$ cat config.mk
export PLATFORM = sky130hd
export DESIGN_NAME = l2dpr_pos
export DESIGN_NICKNAME = d
export VERILOG_FILES = /design/src/l2dpr_pkg.sv /design/src/l2dpr_pos.sv
export SDC_FILE = /design/constraint.sdc
export NUM_CORES = 1
export LEC_CHECK = 0
export BUFFER_PORTS_ARGS = -buffer_cell sky130_fd_sc_hd__buf_2
export CORE_ASPECT_RATIO = 0.5
export CORE_MARGIN = 4
export CORE_UTILIZATION = 30
export DETAILED_ROUTE_END_ITERATION = 7
export SYNTH_ARGS = -nofsm -noshare
export SYNTH_HDL_FRONTEND = slang
export SYNTH_SLANG_ARGS = --single-unit
$ cat constraint.sdc
create_clock -name i_clk -period 6.4 [get_ports i_clk]
set_clock_uncertainty 0.15 [all_clocks]
set_input_delay 1.28 -clock i_clk [delete_from_list [all_inputs] [get_ports i_clk]]
set_output_delay 1.28 -clock i_clk [all_outputs]
set_load 0.05 [all_outputs]
$ cat src/l2dpr_pkg.sv
// Shared constants and types for the 2D Lorenzo predict/restore block.
`default_nettype none
package l2dpr_pkg;

    localparam int MAX_ROW_LENGTH = 1024;
    localparam int DATA_W         = 32;
    localparam int COL_W          = $clog2(MAX_ROW_LENGTH);
    localparam int LEN_W          = 11;
    localparam int CNT_W          = 16;
    localparam int CFG_IDX_W      = 2;
    localparam int CFG_DATA_W     = 16;

    localparam logic [CFG_IDX_W-1:0] CFG_MODE       = 2'd0;
    localparam logic [CFG_IDX_W-1:0] CFG_ROW_LENGTH = 2'd1;
    localparam logic [CFG_IDX_W-1:0] CFG_ROW_COUNT  = 2'd2;

    localparam logic MODE_PREDICT = 1'b0;
    localparam logic MODE_RESTORE = 1'b1;

    // Effective grid size after clamping.
    typedef struct packed {
        logic [LEN_W-1:0] len;
        logic [CNT_W-1:0] cnt;
    } t_geom;

    // Position of the word being accepted.
    typedef struct packed {
        logic [COL_W-1:0] col;
        logic             first_row;
        logic             first_col;
        logic             row_end;
        logic             frame_end;
    } t_pos;

endpackage
`default_nettype wire

$ cat src/l2dpr_pos.sv
// Column and row tracker: gives the grid position of each accepted word.
`default_nettype none
module l2dpr_pos (
    input  wire logic           i_clk,
    input  wire logic           i_rst_n,
    input  wire logic           i_accept,
    input  wire l2dpr_pkg::t_geom i_geom,
    output l2dpr_pkg::t_pos     o_pos
);

    logic [l2dpr_pkg::COL_W-1:0] r_col, n_col;
    logic [l2dpr_pkg::CNT_W-1:0] r_row, n_row;

    logic [l2dpr_pkg::COL_W-1:0] cur_col;
    logic [l2dpr_pkg::CNT_W-1:0] cur_row;
    logic                        rend, fend;

    always_comb begin
        cur_col = r_col;
        cur_row = r_row;
        // start a new row or frame if the geometry shrank under the position
        if ({1'b0, r_col} >= i_geom.len) begin
            cur_col = '0;
            cur_row = r_row + 1'b1;
        end
        if (cur_row >= i_geom.cnt) begin
            cur_row = '0;
        end
        rend = ({1'b0, cur_col} == (i_geom.len - 1'b1));
        fend = rend && (cur_row == (i_geom.cnt - 1'b1));

        if (rend) begin
            n_col = '0;
            n_row = fend ? '0 : cur_row + 1'b1;
        end else begin
            n_col = cur_col + 1'b1;
            n_row = cur_row;
        end

        o_pos.col       = cur_col;
        o_pos.first_row = (cur_row == '0);
        o_pos.first_col = (cur_col == '0);
        o_pos.row_end   = rend;
        o_pos.frame_end = fend;
    end

    always_ff @(posedge i_clk) begin
        if (!i_rst_n) begin
            r_col <= '0;
            r_row <= '0;
        end else if (i_accept) begin
            r_col <= n_col;
            r_row <= n_row;
        end
    end

endmodule
`default_nettype wire
==> results of run 1 <==
## synthesized netlist by cell type, drive strengths merged (4+ instances only)
library cell,count,share of area
o311ai,5,0.015
ha,33,0.099
o22ai,4,0.0060
and2,4,0.0060
buf,13,0.018
nor2,27,0.025
a21oi,27,0.032
nand3,25,0.030
a211oi,10,0.018
nor3,19,0.028
dfxtp,26,0.12
a21boi,4,0.0072
nand2,64,0.058
nor2b,8,0.012
or3,11,0.016
inv,54,0.049
a31oi,9,0.015
nor4,12,0.019
nand2b,4,0.0060
xnor2,35,0.073
and3,14,0.021
o31ai,14,0.025
a2111oi,5,0.012
o21ai,37,0.044
mux2i,6,0.014
o31a,5,0.010
o2111ai,4,0.013
nor3b,6,0.012
or2,9,0.013
a22oi,5,0.0090
xor2,8,0.017
or4,10,0.018
o211ai,4,0.0072
clkbuf,10,0.0090
nand4,15,0.024
## flip-flops by register name, indices dropped and copies added (netlist names)
name and flops:
r_row 16, r_col 10
## logic make-up after synthesis
family	after synthesis
flip-flops	26
buffers and inverters	77
XOR/XNOR	45
AND/OR/NAND/NOR	238
AO/OA/AOI/OAI	159
adder cells (fa/ha/maj)	33
multiplexers	6
## power by group
part / leakage (nW) / internal, W / switching [W] / total (W)
registers: 0.210 / 0.000163 / 0.00000295 / 0.000166
clock network: 0.0511 / 0.000125 / 0.0000639 / 0.000189
logic: 2.40 / 0.0000731 / 0.0000936 / 0.000167
total: 2.66 / 0.000361 / 0.000160 / 0.000522
## cell type report
class                      instances  share of cell area
timing repair buffer             182               0.214
clock buffer                       3              0.0118
multi-input combinational        482               0.617
sequential                        26              0.0819
inverter                          54              0.0333
clock inverter                     1             0.00472
tap                              192              0.0378
## metrics by stage
stage,total power [W],utilization,TNS [ns],instance area (sq um)
after floorplan,0.000253,-,-0.140,4420
after global placement,0.000304,0.402,-0.985,5470
after detailed placement,0.000306,0.402,-1.06,5470
after CTS,0.000513,0.449,-0.537,6100
after global routing,0.000545,0.468,-0.796,6360
final,0.000522,0.468,-0.519,6360
## worst max-delay path, stage by stage
cell and delay [ns]:
buf_8 0.08, clkinvlp_4 0.09, ha_4 0.29, and4b_2 0.33
a31o_4 0.21, nor2_4 0.08, buf_6 0.12, or4_4 0.51
nand2_4 0.10, ha_4 0.20, nand4_1 0.08, buf_6 0.15
inv_4 0.04, a221oi_4 0.37, and2_4 0.25, buf_6 0.12
o2111ai_1 0.12, o211a_1 0.16, a211o_1 0.29, nor3_2 0.20
buf_6 0.18
## timing repair
item / CTS / global route
gates resized for setup: 59 / 41
endpoints found under the setup margin: 2 / 3
cloned: 1 / 1
pin swaps: 22 / 23
setup buffers: 36 / 12
## how the worst max path moves through the flow
stage,cells after the start,slack [ns],end
finish,21,-0.28,o_pos[0]
global placement,20,-0.55,o_pos[0]
detailed placement,22,-0.57,o_pos[0]
floorplan,22,-0.09,o_pos[3]
global route,20,-0.41,o_pos[0]
CTS,23,-0.24,o_pos[0]
## layer usage
layer,vias up,share of wire
met2,160,0.45
met3,22,0.055
li1,2518,-
met5,-,0
met1,2415,0.47
met4,0,0.016
==> impl_results.md, run 1 <==
* CP Launch Point: i_geom[24]
* Post-synthesis sequential element count at 26
* DP HPWL at 12,100 microns
* Async S/R FF share, synth at 0
* Fillers at 1,342
* CTS buffer count at 3
* CTS tree: yes
* Cell area after synthesis at 4170 sq um
* Unrepaired setup endpoints after global routing: true
* Core region area at 13,600 sq um
* Final Hold Viols at 0
* Max cap viols at 0
* Total track usage at 0.188
* Vias in the first global route at 4,864
* Violations in the final reports: negative setup slack
* Hold Buf Count CTS at 0
* Crit end category: output port
* Status: complete, but fails checks
* GP Congestion at 0.909
* Yosys warns at 0
* Multi-input gate area at 3920 sq um
* Vias at 5,115
* Vias per cell at 5.44
* Most frequent cells in the layout: buf_4 (129), nand2_1 (55), inv_1 (47)
* Share of post-route cells with drive strength above 1 at 0.382
* Initial antenna violation count at 0
* Primary FF master, synth: dfxtp_1
* Post-Synth Simple-Gate Area at 0.313
* Syn_nets at 647
* Post-route ant nets at 0
* Crit path max fanout at 8
* Total grt overflow at 0
* Detailed Route Iter0 Violations at 415
* Post-synth cell types at 74
* Synth-to-layout area growth at 52.4%
* PD cells at 82.0 nW/um^2
* Die ar. at 16,000 sq um
* Worst vdd ir at 0.0814 mV
* GRT met3 Usage at 0.0216
* WP data required at 4.97 ns
* Class of the worst hold path: flip-flop to flip-flop
* R2R depth at 31
* Clk slew on worst S/H paths at 0.07 ns
* Final WS setup at -0.282 ns
* Register area share after synthesis at 0.125
* Commonest non-fill, non-tap cell in the layout: buf_4
* Adder-cell area share of the yosys netlist at 0.0990
* # rows at 30
* # H-tree levels at 1
* Die height at 91.4 microns
* Hold Path Sink: r_row[15]
* Leak at 2.66 nW
* Worst R2R Start: r_row[0]
* Synthesized area per cell at 7.14 sq um
* Antenna diode count at 0
* CTS Buffer Depth at 2
* Wirelength, routed at 15,800 microns
* Startpoint types: input port
* Initial core utilization at 0.307
* Dpl cells at 892
* Worst R2R End: r_row[0]
* Global route hottest layer: met2
* Nets at 812
* Number of placed I/O pins at 44
* Slew @ Worst Pin at 1.02 ns
* Largest family of logic cells by synthesized area: simple AND/OR/NAND/NOR gates
* Root buffer cell: clkbuf_16
* Port Buf Inserts at 43
* Drt wl/cell at 16.9 microns
* Hold Crit Start: r_row[15]
* FF-to-FF setup slack at 0.73 ns
* GR Util met2 at 0.308
* Final min period at 6.68 ns
* Slew headroom at 0.320
* Post-synthesis cell count at 584
* EDFF count, synth at 0
* Fin crit share at 1.04
* Largest net degree at the start of global routing at 18
* Pre-antenna DRT Iters at 5
* Later-pin clock latency in the skew report at 0.26 ns
* Max Slew Vio Count at 0
* Post-synthesis compound-gate area fraction at 0.272
* Met1 GRT Util at 0.267
* Hold depth at 2
* Crit path kind: input port to output port
* Mux contribution to synthesized area at 0.0144
* Pre-CTS WS at -0.566 ns
* CP arrival at 5.25 ns
* Post-route insts no fill at 940
* Clk sinks at 26
* WHS at 0.314 ns
* XOR/XNOR share of the synthesized area at 0.101
* # DRC at 0
* Setup violators final at 2
* First-pass GRT wire length at 24,900 microns
* Seq. cell area at 520 sq um
* Fmax at 0.150 GHz
* Chip Width at 175 microns
(Power assumes the default switching activity.)
==> inputs of run 2 (changes only) <==
--- a/config.mk
+++ b/config.mk
@@ -9,6 +9,7 @@
 export CORE_ASPECT_RATIO = 0.5
 export CORE_MARGIN = 4
 export CORE_UTILIZATION = 30
+export CTS_BUF_LIST = sky130_fd_sc_hd__clkbuf_8
 export DETAILED_ROUTE_END_ITERATION = 7
 export SYNTH_ARGS = -nofsm -noshare
 export SYNTH_HDL_FRONTEND = slang
==> run 2 against run 1 <==
Net effect:
- the flow still finishes with violations (negative setup slack)
- power decreased by 8.1%
- highest routed layer unchanged
- largest cell class unchanged
- combinational power about the same
- wire length increased by 1.6%
- global-route usage increased by 0.18 points
==> impl_results.md, run 2 (synthesized netlist as in run 1, its figures left out) <==
* Status: complete, but fails checks
* Violations in the final reports: negative setup slack
* Share of post-route cells with drive strength above 1 at 0.397
* Setup violators final at 2
* CTS Buffer Depth at 2
* Worst vdd ir at 0.0609 mV
* FF-to-FF setup slack at 0.61 ns
* Slew @ Worst Pin at 1.03 ns
* Port Buf Inserts at 43
* Total track usage at 0.190
* Worst R2R End: r_row[0]
* Post-route ant nets at 0
* Vias at 5,161
* Startpoint types: input port
* Crit path kind: input port to output port
* Vias in the first global route at 4,912
* CTS tree: yes
* Drt wl/cell at 17.1 microns
* Fin crit share at 1.04
* Die height at 91.4 microns
* Hold Buf Count CTS at 0
* Max Slew Vio Count at 0
* Class of the worst hold path: flip-flop to flip-flop
* CP arrival at 5.24 ns
* Biggest register: r_row
* Wire length on met3 at 791 microns
* Met2 wire length at 7330 microns
* Root buffer cell: clkbuf_8
* Detailed Route Iter0 Violations at 350
* Multi-input gate area at 3980 sq um
* Max cap viols at 0
* Core region area at 13,600 sq um
* Leak at 2.65 nW
* # H-tree levels at 1
* Max reg flops at 16
* # rows at 30
* Clk sinks at 26
* Largest net degree at the start of global routing at 18
* Crit path max fanout at 6
* DR top layer: met4
* WP data required at 4.97 ns
* Commonest non-fill, non-tap cell in the layout: buf_4
* Initial antenna violation count at 0
* Later-pin clock latency in the skew report at 0.28 ns
* Synth-to-layout area growth at 53.8%
* Vias per cell at 5.47
* Chip Width at 175 microns
* DRT met1 WL at 7700 microns
* Design Power at 0.000479 W
* Top flop regs: r_row x16, r_col x10
* Total grt overflow at 0
* Nets at 815
* Antenna diode count at 0
* Pre-antenna DRT Iters at 5
* Fillers at 1,352
* CTS buffer count at 3
* PD cells at 74.7 nW/um^2
* Number of placed I/O pins at 44
* Slew headroom at 0.313
* Hold Path Sink: r_row[15]
* R2R depth at 32
* Post-Route Utilization at 0.472
* DP HPWL at 12,100 microns
* First-pass GRT wire length at 25,200 microns
* Die ar. at 16,000 sq um
* Unrepaired setup endpoints after global routing: true
* Hold depth at 2
* Final WS setup at -0.269 ns
* GP Congestion at 0.909
* Fmax at 0.150 GHz
* Seq. cell area at 520 sq um
* Final min period at 6.67 ns
* Crit end category: output port
* Initial core utilization at 0.307
* Wirelength, routed at 16,100 microns
* Hold Crit Start: r_row[15]
* Clk slew on worst S/H paths at 0.10 ns
* Most frequent cells in the layout: buf_4 (130), nand2_1 (55), inv_1 (45)
* Final Hold Viols at 0
* Worst R2R Start: r_row[0]
* # DRC at 0
* CP Launch Point: i_geom[24]
-- run 2: cell count changes in the layout (fill, tap and decap cells not counted), moves of 3 or more --
| cell | before | now |
|---|---|---|
| a21oi_2 | 3 | 6 |
| ha_4 | 5 | 11 |
| clkbuf_16 | 4 | 1 |
| ha_1 | 23 | 18 |
| inv_2 | 4 | 7 |
| clkbuf_8 | 0 | 3 |
-- run 2: what timing repair did --
action / in CTS / in global routing
pin swaps: 27 / 30
endpoints found under the hold margin: 0 / 0
gates resized for setup: 66 / 45
buffers inserted: 38 / 12
gates cloned: 1 / 1
endpoints found under the setup margin: 2 / 3
-- run 2: metrics by stage --
stage                     instance area, sq um  setup TNS, ns  hold WS [ns]  instances  setup WS (ns)
after floorplan                           4420         -0.140         0.289        584        -0.0874
after global placement                    5470         -0.985         0.300        892         -0.548
after detailed placement                  5470          -1.06         0.308        892         -0.566
after CTS                                 6120         -0.530         0.322        934         -0.240
after global routing                      6410         -0.725         0.361        943         -0.426
final                                     6410         -0.390         0.318        943         -0.269
-- run 2: worst max path at each step --
stage / to / cells past startpoint
3_3_place_gp: o_pos[0] / 20
2_1_floorplan: o_pos[3] / 22
6_report: o_pos[0] / 20
3_5_place_dp: o_pos[0] / 22
5_1_grt: o_pos[0] / 24
4_1_cts: o_pos[0] / 23
-- run 2: final cells by class --
type | count | area share
tap | 192 | 0.0374
clock inverter | 1 | 0.00468
timing repair buffer | 185 | 0.217
clock buffer | 3 | 0.00644
inverter | 54 | 0.0326
multi-input combinational | 482 | 0.621
sequential | 26 | 0.0811
-- run 2: power by group --
part,leakage (nW),internal (W),switching (W),total (W)
clock network,0.0357,0.0000838,0.0000592,0.000143
registers,0.210,0.000164,0.00000308,0.000167
logic,2.41,0.0000752,0.0000946,0.000170
total,2.65,0.000323,0.000157,0.000479
-- run 2: routing by layer --
metal	track usage	up-vias
met3	0.0220	24
li1	-	2527
met5	0	-
met2	0.310	174
met1	0.268	2436
met4	0.0477	0
-- run 2: critical path, stage by stage --
cell        delay [ns]
buf_8             0.08
clkinvlp_4        0.09
ha_4              0.29
a211oi_4          0.07
or3_4             0.39
o41ai_4           0.35
a31oi_2           0.11
or2_4             0.29
ha_1              0.29
nand4_1           0.11
buf_6             0.14
inv_2             0.05
a221oi_4          0.37
and2_4            0.26
buf_6             0.12
o2111ai_1         0.12
o211a_1           0.15
a211o_1           0.29
nor3_2            0.20
buf_6             0.18
==> inputs of run 3 (changes only) <==
--- a/config.mk
+++ b/config.mk
@@ -11,6 +11,7 @@
 export CORE_UTILIZATION = 30
 export CTS_BUF_LIST = sky130_fd_sc_hd__clkbuf_8
 export DETAILED_ROUTE_END_ITERATION = 7
+export SETUP_SLACK_MARGIN = 0.1
 export SYNTH_ARGS = -nofsm -noshare
 export SYNTH_HDL_FRONTEND = slang
 export SYNTH_SLANG_ARGS = --single-unit
==> run 3 against run 2 <==
Net effect:
- the flow still finishes with violations (negative setup slack)
- combinational power barely moved
- hold slack got worse by 0.00083 ns
- global-route usage is 0.062 points higher
- worst setup slack got worse by 0.013 ns
- sequential power is essentially flat
- cell count increased by 0.32%
- first-iteration DRC count rose by 6.6%
- sequential share of layout area barely moved
- critical path depth is 2 higher
- via count down 0.17%
- critical endpoint unchanged
- highest routed layer unchanged
==> impl_results.md, run 3 (synthesized netlist as in run 1, its figures left out) <==
* Leak at 2.66 nW
* Detailed Route Iter0 Violations at 373
* Chip Width at 175 microns
* Most frequent cells in the layout: buf_4 (135), nand2_1 (57), inv_1 (46)
* Port Buf Inserts at 43
* Unrepaired setup endpoints after global routing: true
* CTS buffer count at 3
* Initial core utilization at 0.307
* Core region area at 13,600 sq um
* Hold Buf Count CTS at 0
* Drt wl/cell at 17.0 microns
* PD cells at 74.4 nW/um^2
* Total track usage at 0.191
* Status: complete, but fails checks
* Nets at 818
* Initial antenna violation count at 0
* Later-pin clock latency in the skew report at 0.28 ns
* Post-route insts no fill at 946
* Largest net degree at the start of global routing at 18
* Total grt overflow at 0
* Clk sinks at 26
* # H-tree levels at 1
* Synth-to-layout area growth at 54.7%
* Dpl cells at 892
* Top flop regs: r_row x16, r_col x10
* Vias at 5,152
* CP arrival at 5.25 ns
* CTS tree: yes
* Slew @ Worst Pin at 1.01 ns
* Max Slew Vio Count at 0
* Vias in the first global route at 4,925
* Crit path max fanout at 8
* Wirelength, routed at 16,100 microns
* Max reg flops at 16
* Setup_tns at -0.727 ns
* Crit path kind: input port to output port
* Fin crit share at 1.04
* Class of the worst hold path: flip-flop to flip-flop
* # rows at 30
* Design Power at 0.000480 W
* Slew headroom at 0.326
* Fmax at 0.150 GHz
* Clk slew on worst S/H paths at 0.10 ns
* Vias per cell at 5.45
* Biggest register: r_row
* Max cap viols at 0
* Root buffer cell: clkbuf_8
* Final Hold Viols at 0
* Startpoint types: input port
* GP Congestion at 0.909
* Final WS setup at -0.282 ns
* Die height at 91.4 microns
* Crit end category: output port
* Die ar. at 16,000 sq um
* Pre-CTS WS at -0.566 ns
* Share of post-route cells with drive strength above 1 at 0.399
* WHS at 0.317 ns
* DP HPWL at 12,100 microns
* Pre-antenna DRT Iters at 5
* WP data required at 4.97 ns
* Post-route ant nets at 0
* Antenna diode count at 0
* First-pass GRT wire length at 25,300 microns
* Violations in the final reports: negative setup slack
* Setup violators final at 3
* Number of placed I/O pins at 44
* CTS Buffer Depth at 2
* Final min period at 6.68 ns
* # DRC at 0
* Commonest non-fill, non-tap cell in the layout: buf_4
* Worst vdd ir at 0.0610 mV
[run 3: layer usage]
| layer | vias to the layer above | part of all wire | wire [microns] | GRT usage |
|---|---|---|---|---|
| met5 | - | 0 | 0 | 0 |
| met2 | 166 | 0.45 | 7200 | 0.310 |
| met3 | 23 | 0.055 | 878 | 0.0220 |
| met1 | 2428 | 0.48 | 7680 | 0.269 |
| li1 | 2535 | - | - | - |
| met4 | 0 | 0.019 | 305 | 0.0477 |
[run 3: cell type report]
type,instances,area (sq um)
Tap cell,192,240
Clock buffer,3,41.3
Timing Repair Buffer,188,1410
Multi-Input combinational cell,482,4000
Sequential cell,26,520
Clock inverter,1,30.0
Inverter,54,211
Fill cell,1350,7140
[run 3: timing repair]
action                                  in CTS  in global routing
endpoints found under the setup margin       2                  3
pin swaps                                   32                 23
cloned                                       1                  1
setup buffers                               39                  9
gates resized for setup                     76                 35
[run 3: path summary, 6_finish.rpt]
check	slack [ns]	cells past startpoint	to	start
setup / recovery	-0.28	22	o_pos[0]	i_geom[24]
hold / removal	0.32	2	r_row[15]	r_row[15]
setup reg to reg	0.21	35	r_row[0]	r_row[0]
hold reg to reg	0.32	2	r_row[15]	r_row[15]
[run 3: through the flow]
step | cell area (sq um) | util
final | 6450 | 0.475
after global routing | 6450 | 0.475
after CTS | 6210 | 0.457
after detailed placement | 5470 | 0.402
after global placement | 5470 | 0.402
after floorplan | 4420 | -
[run 3: worst max-delay path, stage by stage]
cell and delay, ns:
buf_8 0.08, clkinvlp_4 0.09, ha_4 0.29, a211oi_4 0.07, nor3_4 0.28, a31o_4 0.17, nor2_4 0.07, buf_6 0.12
or4_4 0.51, nand2_4 0.10, ha_4 0.20, nand4_1 0.08, buf_6 0.15, nor4_4 0.05, a311oi_4 0.36, and2_4 0.26
buf_6 0.12, o2111ai_1 0.14, o211a_1 0.16, a211o_1 0.29, nor3_2 0.20, buf_6 0.18
[run 3: power by group]
part           switching, W  internal [W]
Clock             0.0000589     0.0000838
Sequential       0.00000297      0.000164
Combinational     0.0000945     0.0000763
Total              0.000156      0.000324
